**src/rtl/assert_macros.svh**
```systemverilog
// Assertion macros shared by the compositor RTL.
// Depends on nothing; users supply clk and arst_n in scope.
`ifndef ASSERT_MACROS_SVH
`define ASSERT_MACROS_SVH

// Clocked check, muted while reset is asserted
`define GFPC_ASSERT(label, prop, msg) \
	label: assert property (@(posedge clk) disable iff (!arst_n) (prop)) else $error(msg);

// Clocked implication, consequent checked in the cycle after the antecedent
`define GFPC_ASSERT_NEXT(label, ante, cons, msg) \
	label: assert property (@(posedge clk) disable iff (!arst_n) (ante) |=> (cons)) \
		else $error(msg);

`endif

```
**src/rtl/gfpc_pkg.sv**
```systemverilog
// Package for the GIF frame pixel compositor: operation codes, register
// indexes, queue entry type and the interlace pass tables. No dependencies.
package gfpc_pkg;

	localparam int PALETTE_ENTRIES_DEF = 256;
	localparam int QUEUE_DEPTH = 4;

	typedef enum logic [1:0] {
		OP_LOAD  = 2'd0,
		OP_PIXEL = 2'd1,
		OP_START = 2'd2
	} op_t;

	localparam logic [2:0] REG_LEFT      = 3'd0;
	localparam logic [2:0] REG_TOP       = 3'd1;
	localparam logic [2:0] REG_WIDTH     = 3'd2;
	localparam logic [2:0] REG_HEIGHT    = 3'd3;
	localparam logic [2:0] REG_INTERLACE = 3'd4;
	localparam logic [2:0] REG_TMODE     = 3'd5;
	localparam logic [2:0] REG_TINDEX    = 3'd6;
	localparam logic [2:0] REG_BGINDEX   = 3'd7;

	localparam logic [1:0] TM_NONE = 2'd0;
	localparam int         TM_SKIP_BIT = 1;

	// One queued transfer from front to back: a palette load or a pixel
	typedef struct packed {
		logic        is_load;
		logic        oob;
		logic [7:0]  index;
		logic [23:0] rgb;
		logic        we;
		logic [16:0] pos_x;
		logic [16:0] pos_y;
		logic        done;
	} queue_t;

	function automatic logic [15:0] pass_start(input logic [1:0] p);
		case (p)
			2'd0:    pass_start = 16'd0;
			2'd1:    pass_start = 16'd4;
			2'd2:    pass_start = 16'd2;
			default: pass_start = 16'd1;
		endcase
	endfunction

	function automatic logic [15:0] pass_step(input logic [1:0] p);
		case (p)
			2'd0:    pass_step = 16'd8;
			2'd1:    pass_step = 16'd8;
			2'd2:    pass_step = 16'd4;
			default: pass_step = 16'd2;
		endcase
	endfunction

endpackage

```
**src/rtl/gfpc_front.sv**
```systemverilog
// Front end: configuration registers, input acceptance, frame position
// counters and transparency decision. Depends on gfpc_pkg.
`include "assert_macros.svh"
module gfpc_front
	import gfpc_pkg::*;
#(
	parameter int PALETTE_ENTRIES = PALETTE_ENTRIES_DEF
) (
	input  logic        clk,
	input  logic        arst_n,
	input  logic        cfg_we,
	input  logic [2:0]  cfg_index,
	input  logic [15:0] cfg_data,
	input  logic        s_tvalid,
	output logic        s_tready,
	input  logic [39:0] s_tdata,
	input  logic [1:0]  s_tuser,
	input  logic        q_full,
	output logic        q_push,
	output queue_t      q_entry
);

	logic [15:0] left_q, top_q, width_q, height_q;
	logic        ilace_q;
	logic [1:0]  tmode_q;
	logic [7:0]  tindex_q, bgindex_q;

	logic [15:0] col_q, row_q, rows_q;
	logic [1:0]  pass_q;
	logic [15:0] col_d, row_d, rows_d;
	logic [1:0]  pass_d;

	logic        accept, is_pixel, is_load, is_start, done;
	logic [15:0] w, h, col_inc, rows_inc, row_t;
	logic [1:0]  pass_t;
	logic [7:0]  ci, lk_index;
	logic        match, we;

	always_ff @(posedge clk or negedge arst_n) begin
		if (!arst_n) begin
			left_q    <= '0;
			top_q     <= '0;
			width_q   <= 16'd1;
			height_q  <= 16'd1;
			ilace_q   <= 1'b0;
			tmode_q   <= TM_NONE;
			tindex_q  <= '0;
			bgindex_q <= '0;
		end else if (cfg_we) begin
			case (cfg_index)
				REG_LEFT:      left_q    <= cfg_data;
				REG_TOP:       top_q     <= cfg_data;
				REG_WIDTH:     width_q   <= cfg_data;
				REG_HEIGHT:    height_q  <= cfg_data;
				REG_INTERLACE: ilace_q   <= cfg_data[0];
				REG_TMODE:     tmode_q   <= cfg_data[1:0];
				REG_TINDEX:    tindex_q  <= cfg_data[7:0];
				REG_BGINDEX:   bgindex_q <= cfg_data[7:0];
				default:       ;
			endcase
		end
	end

	assign s_tready = !q_full;
	assign accept   = s_tvalid && s_tready;
	assign is_load  = accept && (s_tuser == OP_LOAD);
	assign is_pixel = accept && (s_tuser == OP_PIXEL);
	assign is_start = accept && (s_tuser == OP_START);

	assign ci       = s_tdata[39:32];
	assign match    = (tmode_q != TM_NONE) && (ci == tindex_q);
	assign we       = !(match && tmode_q[TM_SKIP_BIT]);
	assign lk_index = is_load ? s_tdata[7:0] : (match ? bgindex_q : ci);

	always_comb begin
		w        = (width_q == '0) ? 16'd1 : width_q;
		h        = (height_q == '0) ? 16'd1 : height_q;
		col_inc  = col_q + 16'd1;
		rows_inc = rows_q + 16'd1;
		col_d    = col_q;
		row_d    = row_q;
		rows_d   = rows_q;
		pass_d   = pass_q;
		done     = 1'b0;
		row_t    = row_q + pass_step(pass_q);
		pass_t   = pass_q;
		// skip interlace passes that hold no rows in a short frame
		for (int k = 0; k < 3; k++) begin
			if (row_t >= h && pass_t != 2'd3) begin
				pass_t = pass_t + 2'd1;
				row_t  = pass_start(pass_t);
			end
		end
		if (is_pixel) begin
			if (col_inc >= w) begin
				col_d  = '0;
				rows_d = rows_inc;
				if (rows_inc >= h) begin
					done   = 1'b1;
					row_d  = '0;
					rows_d = '0;
					pass_d = '0;
				end else if (ilace_q) begin
					row_d  = row_t;
					pass_d = pass_t;
				end else begin
					row_d = rows_inc;
				end
			end else begin
				col_d = col_inc;
			end
		end else if (is_start) begin
			col_d  = '0;
			row_d  = '0;
			rows_d = '0;
			pass_d = '0;
		end
	end

	always_ff @(posedge clk or negedge arst_n) begin
		if (!arst_n) begin
			col_q  <= '0;
			row_q  <= '0;
			rows_q <= '0;
			pass_q <= '0;
		end else begin
			col_q  <= col_d;
			row_q  <= row_d;
			rows_q <= rows_d;
			pass_q <= pass_d;
		end
	end

	assign q_push = is_load || is_pixel;

	always_comb begin
		q_entry         = '0;
		q_entry.is_load = is_load;
		q_entry.index   = lk_index;
		q_entry.oob     = {1'b0, lk_index} >= 9'(PALETTE_ENTRIES);
		q_entry.rgb     = {s_tdata[31:24], s_tdata[23:16], s_tdata[15:8]};
		q_entry.we      = we;
		q_entry.pos_x   = {1'b0, left_q} + {1'b0, col_q};
		q_entry.pos_y   = {1'b0, top_q} + {1'b0, row_q};
		q_entry.done    = done;
	end

	`GFPC_ASSERT_NEXT(a_start_clears, is_start,
		col_q == '0 && row_q == '0 && rows_q == '0 && pass_q == '0,
		"start of frame left counters set")
	`GFPC_ASSERT_NEXT(a_done_clears, is_pixel && done,
		col_q == '0 && rows_q == '0 && pass_q == '0,
		"frame end left counters set")

endmodule

```
**config.mk**
```make
export PLATFORM = sky130hd
export DESIGN_NAME = gfpc_front
export DESIGN_NICKNAME = d
export VERILOG_FILES = /design/src/rtl/gfpc_pkg.sv /design/src/rtl/gfpc_front.sv
export VERILOG_INCLUDE_DIRS = /design/src /design/src/rtl
export SDC_FILE = /design/constraint.sdc
export NUM_CORES = 1
export LEC_CHECK = 0
export BUFFER_PORTS_ARGS = -buffer_cell sky130_fd_sc_hd__clkbuf_2
export CELL_PAD_IN_SITES_DETAIL_PLACEMENT = 0
export CELL_PAD_IN_SITES_GLOBAL_PLACEMENT = 1
export CORE_ASPECT_RATIO = 2
export CORE_MARGIN = 2
export CORE_UTILIZATION = 50
export CTS_BUF_LIST = sky130_fd_sc_hd__clkbuf_2 sky130_fd_sc_hd__clkbuf_4 sky130_fd_sc_hd__clkbuf_8
export CTS_CLUSTER_DIAMETER = 40
export CTS_CLUSTER_SIZE = 25
export DETAILED_ROUTE_END_ITERATION = 8
export GPL_TIMING_DRIVEN = 0
export PLACE_DENSITY = 0.88
export SYNTH_ARGS = -nofsm -noshare
export SYNTH_HDL_FRONTEND = slang
export SYNTH_SLANG_ARGS = --single-unit
```
**constraint.sdc**
```tcl
create_clock -name clk -period 14.03 [get_ports clk]
set_input_delay 2.1045 -clock clk [delete_from_list [all_inputs] [get_ports clk]]
set_output_delay 2.1045 -clock clk [all_outputs]
set_load 0.005 [all_outputs]
```
==> flow_summary.yaml, run 1 <==
place:
  dpl_worst_slack_ns: 3.10
  port_buffers: 109
  gp_congestion: 0.977
  dpl.hpwl_mm: 24.4
  place_area_um2: 11300
  place_inst: 1504
global_routing:
  antenna_found_initial: 1
  grtUsageTotal_pct: 28.0
  grt_pass1_vias: 9286
  grt_pass1_wl_mm: 47.4
  grt-ovfl-total: 0
  grt_max_degree: 111
power:
  p_clk_share_pct: 25.6
  pwr-share-seq_pct: 35.6
  finalPower_mw: 1.40
  p_sw_uw: 517
  pwr-share-comb_pct: 38.8
  p_leak_nw: 5.94
  ir_drop_v: 0.0000620
  p_sw_share_pct: 36.9
  p_int_uw: 882
  p_per_area_nw_per_um2: 119
logic_synthesis:
  synth-seq-cells: 133
  yosys.cell_count.top_type: "ha_1"
  ys_types: 66
  synth_top_area_cell: "dfrtp_1"
  async_flop_share_pct: 100
  synth_commonest_cells: "133 x ha_1, 131 x dfrtp_1, 108 x o21ai_0"
  ys.flop_type: "dfrtp_1"
  synth_top_area_share_pct: 31.5
  syn-cell-area_um2: 10400
  yosysWarningCount: 0
  synth_nets: 1330
  yosys-top-cells-area: "dfrtp_1 32%, ha_1 16%, mux2_2 7.6%"
  syn-instance-count: 1128
  ys_seq_area_share_pct: 32.0
  synth_edf_count: 0
  synth.avg_cell_area_um2: 9.22
clocking:
  clockRootBuffer: "clkbuf_8"
  cts_sinks: 133
  clock_latency_ns: 0.47
  clk_path_buf_depth: 2
  numCtsBuffers: 17
  post-cts-setup-buffers: 0
  ctsResizeCount: 0
  htree_levels: 4
  clk_pin_slew_worst_paths_ns: 0.08
  cts-hold-fix-buffers: 0
  cts_tree: "built"
min_path:
  hp-class: "register to register"
  min_from: "bgindex_q[1]$_DFFE_PN0P_"
  worstHoldEndpoint: "bgindex_q[1]$_DFFE_PN0P_"
  holdPathStages: 1
sta:
  drv_slew: 0
  finalSetupViolCount: 0
  hold_slack_ns: 0.513
  rsz0062_at_grt: "false"
  slew_headroom_pct: 13.3
  tightest_slew_ns: 1.30
  finalClockSkew_ns: 0.0178
  final_hold_viol_count: 0
  layout_setup_ws_ns: 3.05
  min_period_ns: 10.98
  fmax_mhz: 91.1
  setup_tns_ns: 0
  finalCritPeriodShare_pct: 78.3
setup_path:
  r2r-start: "pass_q[0]$_DFFE_PN0P_"
  reg2regPathDepth: 39
  cp_data_arrival_time_ns: 11.36
  cp_common_cell: "ha_1"
  start_kind: "register"
  setup.worst_path.class: "register to register"
  crit_required_ns: 14.42
  worst_r2r_endpoint: "row_q[10]$_DFFE_PN0P_"
  crit_path_end_kind: "register"
  rrSetupSlack_ns: 3.05
  cpMaxStageDelayCell: "o41ai_4"
  slowest_delay_ns: 0.66
  path_max_fanout: 10
routing:
  wl_mm: 30.1
  vias: 8945
  drtIter0Drc: 356
  drcViolationCount: 0
  dr.pass1.iters: 4
  antenna_left: 0
  vias_per_cell: 5.82
  drt-wirelength-per-cell_um: 19.6
floorplanning:
  die_x_um: 106
  ioPinCount: 138
  core_area_um2: 20500
  die_area_um2: 22000
  start_util_pct: 50.8
  num_rows: 74
  fp.dieH_um: 208
finish:
  final_cells: 1537
  area_growth_pct: 13.0
  fin_util_pct: 57.4
  fin_nets: 1459
  drive_gt1_share_pct: 20.3
  design_area_um2: 11700
outcome:
  outcome: "finished clean"
flow_run:
  drv_cap: 0
[area by class of cell]
type | instances | area [um^2]
Fill cell | 1976 | 8710
Multi-Input combinational cell | 863 | 6460
Sequential cell | 133 | 3330
Timing Repair Buffer | 110 | 582
Buffer | 61 | 344
Tap cell | 266 | 333
Clock buffer | 21 | 289
Inverter | 71 | 267
Clock inverter | 11 | 145
Antenna cell | 1 | 2.50
[critical path, delay by kind of cell, from the launching register on]
| family | cells | cell delay, ns |
|---|---|---|
| buffers and inverters | 8 | 2.08 |
| AOI/OAI and AO/OA | 13 | 3.52 |
| and+or+nand+nor | 12 | 2.92 |
| adders and majority gates | 5 | 1.43 |
| xor gates and xnor gates | 1 | 0.44 |
| DFF | 1 | 0.48 |
[worst max path at each step]
stage / cells after the start / slack, ns / start / endpoint
floorplan: 38 / 5.69 / pass_q[0]$_DFFE_PN0P_ / row_q[4]$_DFFE_PN0P_
global placement: 39 / 3.05 / pass_q[0]$_DFFE_PN0P_ / row_q[10]$_DFFE_PN0P_
detailed placement: 39 / 3.10 / pass_q[0]$_DFFE_PN0P_ / row_q[10]$_DFFE_PN0P_
CTS: 39 / 3.07 / pass_q[0]$_DFFE_PN0P_ / row_q[10]$_DFFE_PN0P_
global route: 39 / 2.33 / pass_q[0]$_DFFE_PN0P_ / row_q[10]$_DFFE_PN0P_
finish: 39 / 3.05 / pass_q[0]$_DFFE_PN0P_ / row_q[10]$_DFFE_PN0P_
[routing by layer]
layer  GRT usage (%)  vias up  wire length [um]
met3            3.32      100               839
met1            25.6     4346              9870
met5               0        -                 0
met2            54.8      221             17100
met4            19.7        0              2290
li1                -     4278                 -
[flip-flops by register name (all words and copies together), names as in the netlist]
name       flops
col_q         16
height_q      16
left_q        16
row_q         16
rows_q        16
top_q         16
width_q       16
bgindex_q      8
tindex_q       8
pass_q         2
tmode_q        2
ilace_q        1
[logic make-up (layout without fill, tap and decap cells)]
family / count (synthesis) / after routing / synth area share, %
compound gates: 249 / 249 / 15.3
buf+inv: 132 / 274 / 5.87
mux: 83 / 83 / 8.83
xor+xnor: 79 / 79 / 6.65
other cells: 1 / 2 / 0.0361
flops: 133 / 133 / 32.0
fa+ha+maj: 136 / 136 / 16.6
simple gates: 315 / 315 / 14.7
[power groups by stage]
stage | sequential (mW) | clock, mW | combinational [mW]
after floorplan | 0.486 | 0 | 0.367
after global placement | 0.502 | 0 | 0.528
after detailed placement | 0.504 | 0 | 0.541
after CTS | 0.497 | 0.363 | 0.546
after global routing | 0.506 | 0.376 | 0.610
final | 0.498 | 0.358 | 0.543
[placed cells by master (no fill, tap or decap), types with 6 or more instances in the layout]
| master | Yosys | final |
|---|---|---|
| ha_1 | 133 | 133 |
| dfrtp_1 | 131 | 131 |
| o21ai_0 | 108 | 108 |
| clkbuf_2 | 0 | 108 |
| nand2_1 | 102 | 102 |
| inv_1 | 71 | 71 |
| mux2_2 | 70 | 70 |
| nor2_1 | 61 | 61 |
| xor2_1 | 49 | 49 |
| a21oi_1 | 37 | 37 |
| nand3_1 | 33 | 33 |
| xnor2_1 | 30 | 30 |
| clkbuf_1 | 29 | 29 |
| buf_4 | 28 | 28 |
| nor3_1 | 27 | 27 |
| clkbuf_8 | 0 | 22 |
| nor4_1 | 19 | 19 |
| and3_1 | 18 | 18 |
| a21o_1 | 18 | 18 |
| mux2i_1 | 13 | 13 |
| a211oi_1 | 11 | 11 |
| nor2b_1 | 10 | 10 |
| nand4_1 | 8 | 8 |
| a31oi_1 | 8 | 8 |
| o21a_1 | 7 | 7 |
| o31ai_1 | 6 | 6 |
(Power assumes the default switching activity.)
==> run 2: changes to the inputs <==
Settings changed: CORE_UTILIZATION 50 to 46, PLACE_DENSITY 0.88 to 0.82.
Clock period 14.03 ns to 11.09 ns, I/O delays scaled along.
==> run 2 against run 1 <==
  * Global-route usage decreased by 2.1 points
  * First-iteration DRC count is 9.8% lower
  * Sequential power increased by 27%
  * Via count fell by 1.9%
  * Combinational power grew 26%
  * Clock-buffer cell count up 3
  * Worst setup slack got worse by 2.1 ns
  * Flip-flop and latch count did not move
  * Power up 25%
  * Cell count rose by 0.59%
  * Critical path depth decreased by 1
  * Highest routed layer unchanged
==> flow_summary.yaml, run 2 (same netlist as run 1, synthesis figures left out) <==
outcome:
  outcome: "finished clean"
clocking:
  clockRootBuffer: "clkbuf_8"
  clk_pin_slew_worst_paths_ns: 0.08
  cts_tree: "built"
  clk_path_buf_depth: 2
  cts-hold-fix-buffers: 0
  cts_sinks: 133
  numCtsBuffers: 17
  clock_latency_ns: 0.48
  htree_levels: 4
setup_path:
  reg2regPathDepth: 38
  setup.worst_path.class: "register to register"
  worst_r2r_endpoint: "row_q[10]$_DFFE_PN0P_"
  r2r-start: "pass_q[0]$_DFFE_PN0P_"
  crit_required_ns: 11.48
  slowest_delay_ns: 0.55
  start_kind: "register"
  cp_data_arrival_time_ns: 10.54
  path_max_fanout: 10
  rrSetupSlack_ns: 0.94
  cpMaxStageDelayCell: "or4b_1"
  crit_path_end_kind: "register"
  cp_common_cell: "ha_1"
power:
  ir_drop_v: 0.0000721
  p_clk_share_pct: 24.8
  finalPower_mw: 1.75
  p_sw_share_pct: 36.8
  p_leak_nw: 5.95
  pwr-share-comb_pct: 39.2
  p_int_mw: 1.10
  pwr-share-seq_pct: 36.1
  p_per_area_nw_per_um2: 149
  p_sw_uw: 643
sta:
  finalSetupViolCount: 0
  rsz0062_at_grt: "false"
  slew_headroom_pct: 12.4
  hold_slack_ns: 0.509
  final_hold_viol_count: 0
  drv_slew: 0
  fmax_mhz: 98.5
  finalClockSkew_ns: 0.0114
  min_period_ns: 10.15
  finalCritPeriodShare_pct: 91.5
  setup_tns_ns: 0
  tightest_slew_ns: 1.31
finish:
  final_common_cell: "ha_1"
  layout_common_cells: "133 x ha_1, 131 x dfrtp_1, 110 x clkbuf_2, 108 x o21ai_0, 102 x nand2_1"
  area_growth_pct: 13.1
  multi_input_comb_area_um2: 6460
  drive_gt1_share_pct: 20.6
  fin_nets: 1460
  antennaDiodeCount: 0
  regArea_um2: 3330
  nFillCells: 2114
routing:
  vias_per_cell: 5.67
  drt-wirelength-per-cell_um: 19.3
  routed.top_layer: "met4"
  drtIter0Drc: 321
  wl_met3_mm: 1.02
  wl_met1_mm: 9.79
  antenna_left: 0
  dr.pass1.iters: 4
  drcViolationCount: 0
  vias: 8773
  wl_met2_mm: 16.8
  wl_mm: 29.9
place:
  gp_congestion: 0.944
  port_buffers: 109
  dpl.hpwl_mm: 24.7
min_path:
  hp-class: "register to register"
  holdPathStages: 1
  min_from: "bgindex_q[1]$_DFFE_PN0P_"
  worstHoldEndpoint: "bgindex_q[1]$_DFFE_PN0P_"
floorplanning:
  core_area_um2: 22200
  start_util_pct: 46.9
  fp.dieH_um: 217
  ioPinCount: 138
  num_rows: 77
  die_area_um2: 23900
  die_x_um: 110
global_routing:
  grt-ovfl-total: 0
  grt_pass1_wl_mm: 46.3
  antenna_found_initial: 0
  grtUsageTotal_pct: 25.9
  grt_max_degree: 96
  grt_pass1_vias: 9104
flow_run:
  drv_cap: 0
==> run 2: per-layer routing <==
layer	GRT usage (%)	vias to the layer above
met3	4.42	98
met4	18.1	0
met5	0	-
li1	-	4272
met2	50.0	228
met1	22.7	4175
==> run 2: worst max-delay path by stage <==
stage	cells after the start	endpoint	startpoint	slack (ns)
after CTS	39	row_q[10]$_DFFE_PN0P_	pass_q[0]$_DFFE_PN0P_	0.06
after floorplan	38	row_q[4]$_DFFE_PN0P_	pass_q[0]$_DFFE_PN0P_	2.75
after global placement	39	row_q[10]$_DFFE_PN0P_	pass_q[0]$_DFFE_PN0P_	0.19
after detailed placement	39	row_q[6]$_DFFE_PN0P_	pass_q[0]$_DFFE_PN0P_	0.18
after global routing	39	row_q[10]$_DFFE_PN0P_	pass_q[0]$_DFFE_PN0P_	0.29
final	38	row_q[10]$_DFFE_PN0P_	pass_q[0]$_DFFE_PN0P_	0.94
==> run 2: through the flow <==
| step | setup slack, ns | cell area [um^2] | utilization (%) | cells |
|---|---|---|---|---|
| 5_1_grt | 0.285 | 11800 | 53.0 | 1546 |
| 6_report | 0.939 | 11800 | 53.0 | 1546 |
| 3_5_place_dp | 0.177 | 11300 | 51.1 | 1514 |
| 2_1_floorplan | 2.75 | 10400 | - | 1128 |
| 4_1_cts | 0.0630 | 11700 | 53.0 | 1545 |
| 3_3_place_gp | 0.195 | 11300 | 50.9 | 1513 |
==> run 2: power by group through the flow <==
stage	Combinational, mW	Clock, mW	Sequential (mW)
4_1_cts	0.689	0.441	0.630
2_1_floorplan	0.465	0	0.615
5_1_grt	0.764	0.459	0.641
3_3_place_gp	0.669	0	0.637
3_5_place_dp	0.684	0	0.639
6_report	0.684	0.432	0.630
==> run 2: layout make-up <==
class,count,area share (%)
Timing Repair Buffer,111,5.01
Buffer,61,2.95
Multi-Input combinational cell,863,55.0
Clock buffer,24,2.70
Sequential cell,133,28.3
Inverter,71,2.27
Tap cell,276,2.94
Clock inverter,7,0.809
==> run 2: timing repair <==
item                                    4_1_cts  5_1_grt
gates resized for setup                       0        5
hold endpoints to repair                      0        0
endpoints found under the setup margin        0       15
setup buffers                                 0        1
==> run 2: critical path: cells and delay by family, from the launching register on <==
kind / cells / cell delay (ns)
compound gates: 12 / 2.91
flops: 1 / 0.48
simple gates: 12 / 2.96
buf+inv: 7 / 1.61
xor+xnor: 1 / 0.22
mux: 1 / 0.39
fa+ha+maj: 5 / 1.46
