==> config.mk <==
export PLATFORM = sky130hd
export DESIGN_NAME = gfpc_queue
export DESIGN_NICKNAME = d
export VERILOG_FILES = /design/src/rtl/gfpc_pkg.sv /design/src/rtl/gfpc_queue.sv
export VERILOG_INCLUDE_DIRS = /design/src /design/src/rtl
export SDC_FILE = /design/constraint.sdc
export NUM_CORES = 1
export LEC_CHECK = 0
export ABC_AREA = 1
export ABC_CLOCK_PERIOD_IN_PS = 3580
export BUFFER_PORTS_ARGS = -buffer_cell sky130_fd_sc_hd__buf_2
export CORE_ASPECT_RATIO = 1.2
export CORE_MARGIN = 5
export CORE_UTILIZATION = 58
export DETAILED_ROUTE_END_ITERATION = 6
export PLACE_DENSITY = 0.8
export SETUP_SLACK_MARGIN = 0.4
export SYNTH_ARGS = -nofsm -noshare
export SYNTH_HDL_FRONTEND = slang
export SYNTH_SLANG_ARGS = --single-unit
==> constraint.sdc <==
create_clock -name clk -period 3.58 [get_ports clk]
set_clock_uncertainty 0.2 [all_clocks]
set_input_delay 0.537 -clock clk [delete_from_list [all_inputs] [get_ports clk]]
set_output_delay 0.537 -clock clk [all_outputs]
set_load 0.02 [all_outputs]
==> src/rtl/assert_macros.svh <==
// Assertion macros shared by the compositor RTL.
// Depends on nothing; users supply clk and arst_n in scope.
`ifndef ASSERT_MACROS_SVH
`define ASSERT_MACROS_SVH

// Clocked check, muted while reset is asserted
`define GFPC_ASSERT(label, prop, msg) \
	label: assert property (@(posedge clk) disable iff (!arst_n) (prop)) else $error(msg);

// Clocked implication, consequent checked in the cycle after the antecedent
`define GFPC_ASSERT_NEXT(label, ante, cons, msg) \
	label: assert property (@(posedge clk) disable iff (!arst_n) (ante) |=> (cons)) \
		else $error(msg);

`endif

==> src/rtl/gfpc_pkg.sv <==
// Package for the GIF frame pixel compositor: operation codes, register
// indexes, queue entry type and the interlace pass tables. No dependencies.
package gfpc_pkg;

	localparam int PALETTE_ENTRIES_DEF = 256;
	localparam int QUEUE_DEPTH = 4;

	typedef enum logic [1:0] {
		OP_LOAD  = 2'd0,
		OP_PIXEL = 2'd1,
		OP_START = 2'd2
	} op_t;

	localparam logic [2:0] REG_LEFT      = 3'd0;
	localparam logic [2:0] REG_TOP       = 3'd1;
	localparam logic [2:0] REG_WIDTH     = 3'd2;
	localparam logic [2:0] REG_HEIGHT    = 3'd3;
	localparam logic [2:0] REG_INTERLACE = 3'd4;
	localparam logic [2:0] REG_TMODE     = 3'd5;
	localparam logic [2:0] REG_TINDEX    = 3'd6;
	localparam logic [2:0] REG_BGINDEX   = 3'd7;

	localparam logic [1:0] TM_NONE = 2'd0;
	localparam int         TM_SKIP_BIT = 1;

	// One queued transfer from front to back: a palette load or a pixel
	typedef struct packed {
		logic        is_load;
		logic        oob;
		logic [7:0]  index;
		logic [23:0] rgb;
		logic        we;
		logic [16:0] pos_x;
		logic [16:0] pos_y;
		logic        done;
	} queue_t;

	function automatic logic [15:0] pass_start(input logic [1:0] p);
		case (p)
			2'd0:    pass_start = 16'd0;
			2'd1:    pass_start = 16'd4;
			2'd2:    pass_start = 16'd2;
			default: pass_start = 16'd1;
		endcase
	endfunction

	function automatic logic [15:0] pass_step(input logic [1:0] p);
		case (p)
			2'd0:    pass_step = 16'd8;
			2'd1:    pass_step = 16'd8;
			2'd2:    pass_step = 16'd4;
			default: pass_step = 16'd2;
		endcase
	endfunction

endpackage

==> src/rtl/gfpc_queue.sv <==
// Short register queue between front and back ends.
// Depends on gfpc_pkg for the entry type and depth.
`include "assert_macros.svh"
module gfpc_queue
	import gfpc_pkg::*;
(
	input  logic   clk,
	input  logic   arst_n,
	input  logic   push,
	input  queue_t push_data,
	output logic   full,
	input  logic   pop,
	output logic   avail,
	output queue_t head
);

	localparam int PW = $clog2(QUEUE_DEPTH);

	queue_t      mem_q [QUEUE_DEPTH];
	logic [PW-1:0] wr_q, rd_q;
	logic [PW:0]   cnt_q;

	assign full  = cnt_q == (PW+1)'(QUEUE_DEPTH);
	assign avail = cnt_q != '0;
	assign head  = mem_q[rd_q];

	always_ff @(posedge clk) begin
		if (push) begin
			mem_q[wr_q] <= push_data;
		end
	end

	always_ff @(posedge clk or negedge arst_n) begin
		if (!arst_n) begin
			wr_q  <= '0;
			rd_q  <= '0;
			cnt_q <= '0;
		end else begin
			if (push) begin
				wr_q <= wr_q + PW'(1);
			end
			if (pop) begin
				rd_q <= rd_q + PW'(1);
			end
			cnt_q <= cnt_q + (PW+1)'(push) - (PW+1)'(pop);
		end
	end

	`GFPC_ASSERT(a_no_overflow, !(push && full), "push into full queue")
	`GFPC_ASSERT(a_no_underflow, !(pop && !avail), "pop from empty queue")

endmodule

==> metrics.md, run 1 <==
| Metric | Value |
|---|---|
| CP startpoint kind | flop |
| Clock tree root buffer cell | clkbuf_16 |
| Least-Margin Pin Slew | ~900 ps |
| FP Rows | 58 |
| Area of the multi-input gates | 2196 µm² |
| Period utilization | between 80% and 90% |
| Overall power | 11.62 mW |
| Cell Pwr Density | 832.6 nW/µm² |
| Clock buffer count from CTS | 27 |
| Number of synthesis warnings | 0 |
| Total vias in the final route | 7,694 |
| Final setup fails | 0 |
| Dpl hpwl | 14,100 µm |
| Synth Net Count | approximately 1,200 |
| Min Tclk post-route | between 2000 and 3000 ps |
| Global-route wire length before repair | 38,380 µm |
| Vias in the first global route | around 7,800 |
| Final setup margin | 635.9 ps |
| Distinct cells, synth | 16 |
| Max_cap viols | 0 |
| CORE AREA | 20,830 µm² |
| Drt drc | 0 |
| Pre-CTS setup slack | 1183 ps |
| Setup_tns | 0 ps |
| CP arrival | around 2200 ps |
| CP Data Required Time | 2840 ps |
| Slew headroom | 40.66% |
| CTS tree | done |
| Fraction of layout cells with a size suffix above 1 | 15.72% |
| Sink Count | 287 |
| Initial DRC count | around 530 |
| Fin. Hold Viols | 0 |
| Crit path max fanout | between 40 and 50 |
| GRT Util Overall | 20.05% |
| Cell depth of the worst flop-to-flop path | 5 |
| Die H | approximately 170 µm |
| Area Growth Syn to Fin | 14.62% |
| WS Path Type | reg -> out |
| Origin of the critical flop-to-flop path | wr_q[0] |
| Register Area | 8588 µm² |
| Routed vias/inst | 4.879 |
| VDD IR-drop max | roughly 0.00058 V |
| Die X | 142.3 µm |
| WL final | 23,940 µm |
| CTS Buffer Depth | 3 |
| Port buffer count | 145 |
| #FFs+latches synth | 287 |
| Global route overflow | 0 |
| Final #Nets | 1,366 |
| Worst min-delay path class | in -> reg |
| Crit path from | rd_q[0] |
| Clock Latency Late Sink | 520 ps |
| Flop2flop setup slack | 1680 ps |
| Leak pwr | 6.576 nW |
| Status | complete, no violations |
| Wirelength per Cell | between 15 and 20 µm |
| Fillers | 1,497 |
| Synth Cell Area | 12,180 µm² |
| Most frequent cells in the layout | nand2_1, inv_1, edfxtp_1 |
| Initial Util | 58.48% |
| Commonest non-fill, non-tap cell in the layout | nand2_1 |
| RR Endpoint | mem_q[0][37] |
| RSZ-0062 raised after global routing | false |
| Max Slew Vio Count | 0 |
| Fmax achieved | between 300 and 400 MHz |
| Total iterations of the first detailed-routing run | 7 |
| Antenna violations before repair | 5 |
| GPL Wtd Cong | 0.7546 |
| Critical Path Sink Type | output pin |
| Die ar. | 24,010 µm² |
| Clock transition at path regs | about 60 ps |
| Seq/Total Area, Yosys | 70.47% |
| H-tree depth | 1 |
| Worst setup path endpoint | head[61] |
| Largest net degree at the start of global routing | 143 |
| Syn_area_per_cell | between 10 and 15 µm² |
| Mapped Cells | between 1,000 and 1,500 |
| Post-CTS sizing | 0 |
| DRT antenna net count | 0 |
| Top Ports | ~150 |
==> power breakdown <==
group,leakage [nW],switching (mW),internal (mW)
combinational,3.52,3.18,1.27
sequential,2.65,0.144,4.40
clock,0.402,1.13,1.50
==> layer usage <==
metal  wire (µm)  GRT usage (%)
met1        9500          25.25
met3        1652          4.012
met2       12250          35.20
met5          22              0
met4         513          6.036
==> cell families (layout without fill, tap and decap cells) <==
family	Yosys count	in the layout	synth area share (%)
simple gates	504	504	16.99
buf+inv	341	502	11.50
flops	287	287	70.47
fa+ha+maj	7	7	0.7807
xor+xnor	3	3	0.2158
compound gates	1	1	0.04105
other cells	0	3	0
==> critical path: stages, from the launching register on <==
cell and delay [ps]:
dfrtp_4 500, inv_4 340, buf_4 390, nand2_1 90
nand3_1 70, nand2_1 100, buf_2 170
==> sequential cells by signal (all words and copies together), names as in the netlist <==
name	cells
mem_q	280
cnt_q	3
rd_q	2
wr_q	2
==> layout make-up <==
cell class | count | share of cell area [%]
clock inverter | 12 | 0.6274
clock buffer | 36 | 5.225
tap | 270 | 2.420
multi-input combinational | 515 | 15.73
timing repair buffer | 160 | 6.471
antenna | 3 | 0.05377
sequential | 287 | 61.52
inverter | 294 | 7.958
==> cell usage after synthesis <==
library cell / instances / area share [%]
inv_2: 2 / 0.062
ha_1: 6 / 0.62
dfrtp_1: 7 / 1.4
buf_6: 11 / 1.0
xor2_1: 3 / 0.22
edfxtp_1: 280 / 69
clkbuf_1: 8 / 0.25
inv_1: 292 / 9.0
nor2_1: 1 / 0.031
nand3_1: 142 / 5.8
buf_4: 3 / 0.18
fa_1: 1 / 0.16
nand2_1: 361 / 11
buf_2: 22 / 0.90
buf_1: 3 / 0.092
o21ai_0: 1 / 0.041
==> through the flow <==
stage,area [µm²],std cells,utilization [%],hold slack (ps)
3_5_place_dp,13130,1525,63.02,198.2
5_1_grt,13960,1576,67.02,1.903
3_3_place_gp,13130,1525,63.02,202.3
4_1_cts,13950,1574,67.00,0.7352
2_1_floorplan,12180,1143,-,41.41
6_report,13960,1577,67.03,25.95
==> repair_timing <==
item,in CTS,in global routing
endpoints found under the hold margin,7,0
hold buffers,1,0
buffers inserted,0,0
==> how the worst min path moves through the flow <==
stage                        startpoint            to  slack, ps  depth (start not counted)
after floorplan                  arst_n      cnt_q[0]         40                          0
after global placement           arst_n      cnt_q[2]        200                          1
after detailed placement         arst_n      cnt_q[2]        200                          1
after CTS                 push_data[58]  mem_q[2][58]        0.7                          1
after global routing      push_data[58]  mem_q[2][58]          2                          1
final                     push_data[58]  mem_q[2][58]         30                          1
Power figures use the tool's default switching activity.
==> run 2: changes to the inputs <==
Settings changed: ABC_CLOCK_PERIOD_IN_PS 3580 to 2600, CORE_UTILIZATION 58 to 52, PLACE_DENSITY 0.8 to 0.75.
Clock period 3.58 ns to 2.6 ns, I/O delays scaled along.
==> run 2 against run 1 <==
Wire length up 28%. Sequential cell count unchanged. Register-to-register slack worse by 1100 ps.
==> metrics.md, run 2 (same netlist as run 1, synthesis figures left out) <==
| Metric | Value |
|---|---|
| Status | complete, no violations |
| Initial DRC count | 575 |
| Wirelength per Cell | 17.77 µm |
| CTS tree | done |
| RSZ-0062 raised after global routing | true |
| Global route overflow | 0 |
| Largest net degree at the start of global routing | roughly 70 |
| VDD IR-drop max | between 0.0007 and 0.0008 V |
| Port buffer count | 145 |
| Leak pwr | around 7.3 nW |
| Clock transition at path regs | 60 ps |
| WL final | 30,570 µm |
| FP Rows | 61 |
| Cell Pwr Density | approximately 1200 nW/µm² |
| Sink Count | 287 |
| Top reg by flops | mem_q |
| Commonest non-fill, non-tap cell in the layout | nand2_1 |
| CORE AREA | 23,130 µm² |
| Worst min-delay path class | in -> async |
| Max_cap viols | 0 |
| Pre-CTS setup slack | 618.9 ps |
| Initial Util | approximately 53% |
| CTS Buffer Depth | 3 |
| Overall power | 19.34 mW |
| GPL Wtd Cong | 0.7212 |
| Least-Margin Pin Slew | 479.3 ps |
| CP delay by family, top | buffers and inverters |
| Area Growth Syn to Fin | 31.54% |
| Final setup margin | 142.4 ps |
| WS Path Type | reg -> out |
| GRT Util Overall | between 20 and 25% |
| Crit path max fanout | 7 |
| Final Instance Area | between 15,000 and 20,000 µm² |
| Final setup fails | 0 |
| Total iterations of the first detailed-routing run | 5 |
| Dpl hpwl | 14,120 µm |
| Period utilization | 94.52% |
| Clock tree root buffer cell | clkbuf_16 |
| Global-route wire length before repair | 44,980 µm |
| Total vias in the final route | around 8,600 |
| Top Ports | 146 |
| Routed vias/inst | 4.988 |
| Die ar. | 26,600 µm² |
| Die X | 149.7 µm |
| Clock buffer count from CTS | 27 |
| Max Slew Vio Count | 0 |
| Fillers | about 1,600 |
| Die H | about 180 µm |
| CP startpoint kind | flop |
| Min Tclk post-route | 2458 ps |
| Vias in the first global route | ~8,500 |
| Placed cell areas | 13,260 µm² |
| Setup_tns | 0 ps |
| H-tree depth | 1 |
| Drt drc | 0 |
| Most frequent CP cell | nand2_1 |
| CP arrival | between 1500 and 2000 ps |
| Critical Path Sink Type | output pin |
| CP Data Required Time | 2010 ps |
| Crit path cell chain | clkinv_8 -> buf_16 -> clkbuf_16 -> nand2_1 -> nand3_1 -> nand2_1 -> buf_4 |
| Fmax achieved | roughly 410 MHz |
| Max reg flops | 280 |
| Top Registers | mem_q (280), cnt_q (3) |
| Clock Latency Late Sink | 520 ps |
| DRT antenna net count | 0 |
| Final #Nets | 1,464 |
| Antenna violations before repair | 2 |
| Fin. Hold Viols | 0 |
| Buffers and inverters on the worst path | 4 |
| Most frequent cells in the layout | nand2_1, inv_1, edfxtp_1 |
| CP peak stage delay | between 500 and 600 ps |
| Crit path max-delay cell type | dfrtp_4 |
| Slew headroom | 68.04% |
| Fraction of layout cells with a size suffix above 1 | between 20% and 30% |
run 2: path summary, 6_finish.rpt:
path,slack [ps],depth (start not counted),from,end
max,140,7,rd_q[0],head[25]
min,40,2,arst_n,cnt_q[0]
max reg2reg,620,5,wr_q[0],mem_q[2][8]
min reg2reg,380,3,cnt_q[1],cnt_q[2]
max in group asynchronous,1960,2,arst_n,rd_q[0]
min in group clk,50,3,push,wr_q[1]
run 2: metal layers:
metal  vias up  GRT usage [%]  share of wire (%)
li1       4044              -                  -
met1      4092          27.01                 37
met2       363          38.58                 51
met3        78          4.189                7.8
met4         2          7.933                3.9
met5         -              0              0.043
run 2: timing repair:
item	4_1_cts	5_1_grt
buffers inserted	5	0
hold buffers	72	0
cloned	15	7
resized for setup	101	77
hold endpoints to repair	289	0
endpoints found under the setup margin	70	70
pin swaps	7	27
run 2: area by class of cell:
| class | count | area [µm²] | share of cell area (%) |
|---|---|---|---|
| clock buffers | 34 | 701.9 | 4.381 |
| clock inverters | 16 | 162.7 | 1.015 |
| well taps | 315 | 394.1 | 2.460 |
| flip-flops and latches | 287 | 8588 | 53.60 |
| multi-input cells | 515 | 2341 | 14.61 |
| inverters | 294 | 1131 | 7.060 |
| diodes | 1 | 2.502 | 0.01562 |
| repair buffers | 258 | 2700 | 16.85 |
run 2: power breakdown:
part           internal [mW]  switching (mW)  leakage (nW)
combinational           3.77            5.44          4.26
clock                   2.22            1.62         0.427
sequential              6.06           0.226          2.65
run 2: stage by stage:
stage | cells | util (%) | hold slack [ps]
final | 1720 | 69.28 | 41.38
after global routing | 1720 | 69.28 | 53.66
after CTS | 1712 | 67.39 | 30.04
after detailed placement | 1570 | 57.35 | 48.37
after global placement | 1570 | 57.35 | 44.34
after floorplan | 1143 | - | -105.6
run 2: worst register-to-register path, stage by stage, from the launching register on:
cell and delay [ps]:
dfrtp_1 440, inv_2 70, ha_2 190, nand2_2 80, clkinvlp_4 380, buf_12 340
==> run 3: changes to the inputs <==
Settings changed: ABC_CLOCK_PERIOD_IN_PS 2600 to not set, CORE_UTILIZATION 52 to 30, PLACE_DENSITY 0.75 to not set.
==> run 3 against run 2 <==
Non-clock buffer count is 12 higher. Register-to-register slack worse by 130 ps. Via count is 4.2% lower. Utilization decreased by 28 points. Combinational power up 1%. Final area increased by 2.9%. Clock-buffer cell count rose by 1. Global-route usage is 7.9 points lower. Maximum frequency is 2.8% lower. Sequential cell count unchanged. Clock power rose by 9.1%. Largest cell class unchanged. Highest routed layer is now met4.
==> metrics.md, run 3 (same netlist as run 1, synthesis figures left out) <==
| Metric | Value |
|---|---|
| Fmax achieved | 395.4 MHz |
| Min Tclk post-route | 2529 ps |
| Cell Pwr Density | ~1200 nW/µm² |
| Flop pwr share | 31.8% |
| Initial Util | 30.50% |
| Crit path max fanout | 9 |
| Clock tree root buffer cell | clkbuf_16 |
| Port buffer count | 145 |
| CP Data Required Time | 2010 ps |
| FP Rows | 80 |
| Worst min-delay path class | reg -> reg |
| Clock Latency Late Sink | 560 ps |
| GPL Wtd Cong | 0.7104 |
| Max Slew Vio Count | 0 |
| Net Sw Frac | between 30% and 40% |
| Total iterations of the first detailed-routing run | 5 |
| Max_cap viols | 0 |
| Setup_tns | 0 ps |
| Die ar. | 44,750 µm² |
| Dpl hpwl | 15,530 µm |
| Pint | 12.26 mW |
| Clk network pwr share | between 20% and 30% |
| Final setup fails | 0 |
| Wirelength per Cell | between 15 and 20 µm |
| Fraction of layout cells with a size suffix above 1 | 20.32% |
| Antenna violations before repair | 1 |
| Origin of the critical flop-to-flop path | wr_q[1] |
| Period utilization | 97.28% |
| Top reg by flops | mem_q |
| Routed vias/inst | 4.200 |
| Worst setup path endpoint | head[20] |
| Clock buffer count from CTS | 30 |
| Status | complete, no violations |
| Final #Nets | 1,480 |
| Top Ports | 146 |
| Critical Path Sink Type | output pin |
| Flop2flop setup slack | 490 ps |
| WS Path Type | reg -> out |
| WL final | 34,400 µm |
| Die H | 230.7 µm |
| CP arrival | ~1900 ps |
| DRT antenna net count | 0 |
| Least-Margin Pin Slew | 635.0 ps |
| CTS tree | done |
| Fillers | 3,703 |
| Global route overflow | 0 |
| CORE AREA | between 30,000 and 40,000 µm² |
| H-tree depth | 1 |
| Crit path from | rd_q[0] |
| Top Registers | mem_q (280), cnt_q (3) |
| VDD IR-drop max | 0.0007617 V |
| Initial DRC count | between 300 and 400 |
| RR Endpoint | mem_q[1][42] |
| Slew headroom | 57.58% |
| Logic pwr share | 47.1% |
| Total vias in the final route | 8,216 |
| Largest net degree at the start of global routing | 51 |
| Drt drc | 0 |
| Die X | 193.9 µm |
| CTS Buffer Depth | 3 |
| CP startpoint kind | flop |
| Sink Count | 287 |
| Switching Power | 7.579 mW |
| Most frequent cells in the layout | nand2_1, inv_1, edfxtp_1 |
| Hold slack | 345.7 ps |
| Max reg flops | 280 |
| GRT Util Overall | between 10% and 20% |
| Commonest non-fill, non-tap cell in the layout | nand2_1 |
| RSZ-0062 raised after global routing | true |
| Fin. Hold Viols | 0 |
| Global-route wire length before repair | roughly 48,000 µm |
| Leak pwr | 7.452 nW |
| Area Growth Syn to Fin | 35.33% |
| Clock transition at path regs | roughly 60 ps |
| Vias in the first global route | slightly above 8,000 |
| Cell depth of the worst flop-to-flop path | 5 |
run 3: changes by cell type in the layout (fill, tap and decap cells not counted), moves of 4 or more:
cell       previous run  this run
nand2_1             323       332
buf_2                76        90
buf_12                9        15
clkinv_1              2        10
buf_6                42        32
buf_16               19        14
nand2_2              38        29
clkinv_2              8         4
clkbuf_16            34        41
run 3: what timing repair did:
action	4_1_cts	5_1_grt
gates resized for setup	64	79
buffers inserted	7	3
endpoints found under the setup margin	70	125
pin swaps	0	10
hold buffers	74	0
hold endpoints to repair	291	0
gates cloned	11	13
run 3: power by group through the flow:
| stage | clock (mW) | combinational (mW) | sequential [mW] |
|---|---|---|---|
| 5_1_grt | 4.53 | 10.1 | 6.37 |
| 3_3_place_gp | 0 | 6.53 | 6.33 |
| 2_1_floorplan | 0 | 4.35 | 6.32 |
| 6_report | 4.19 | 9.34 | 6.31 |
| 4_1_cts | 4.33 | 8.29 | 6.31 |
| 3_5_place_dp | 0 | 6.63 | 6.36 |
run 3: how the worst min path moves through the flow:
| stage | from | endpoint | depth (start not counted) |
|---|---|---|---|
| 5_1_grt | pop | rd_q[0] | 3 |
| 3_3_place_gp | arst_n | cnt_q[0] | 1 |
| 4_1_cts | push_data[0] | mem_q[2][0] | 2 |
| 3_5_place_dp | arst_n | cnt_q[0] | 1 |
| 2_1_floorplan | arst_n | cnt_q[0] | 0 |
| 6_report | wr_q[0] | wr_q[0] | 1 |
run 3: routing by layer:
layer	share of wire [%]	track usage, %
met1	43	18.06
met2	50	24.36
met3	4.6	2.348
met4	2.1	4.000
met5	0	0
run 3: worst max-delay path, stage by stage (launching register included):
cell	delay [ps]
dfrtp_4	570
buf_12	200
clkbuf_16	200
nand2_1	80
nand3_1	70
nand2_1	80
buf_2	160
run 3: cell type report:
type	count	area, µm²	share of cell area [%]
Timing Repair inverter	1	8.758	0.05313
Inverter	294	1144	6.938
Multi-Input combinational cell	515	2318	14.07
Tap cell	533	666.9	4.046
Timing Repair Buffer	270	2790	16.93
Sequential cell	287	8591	52.12
Clock inverter	20	171.4	1.040
Clock buffer	35	790.8	4.797
Antenna cell	1	2.502	0.01518
run 3: metrics by stage:
step / total power [mW] / setup slack, ps / area [µm²] / std cells / utilization [%]
after CTS: 18.93 / 44.56 / 15890 / 1939 / 39.79
final: 19.83 / 70.72 / 16480 / 1956 / 41.27
after detailed placement: 12.99 / 455.5 / 13640 / 1792 / 34.16
after floorplan: 10.67 / 313.5 / 12220 / 1143 / -
after global placement: 12.87 / 456.3 / 13640 / 1792 / 34.16
after global routing: 21.01 / 1.764 / 16480 / 1956 / 41.27
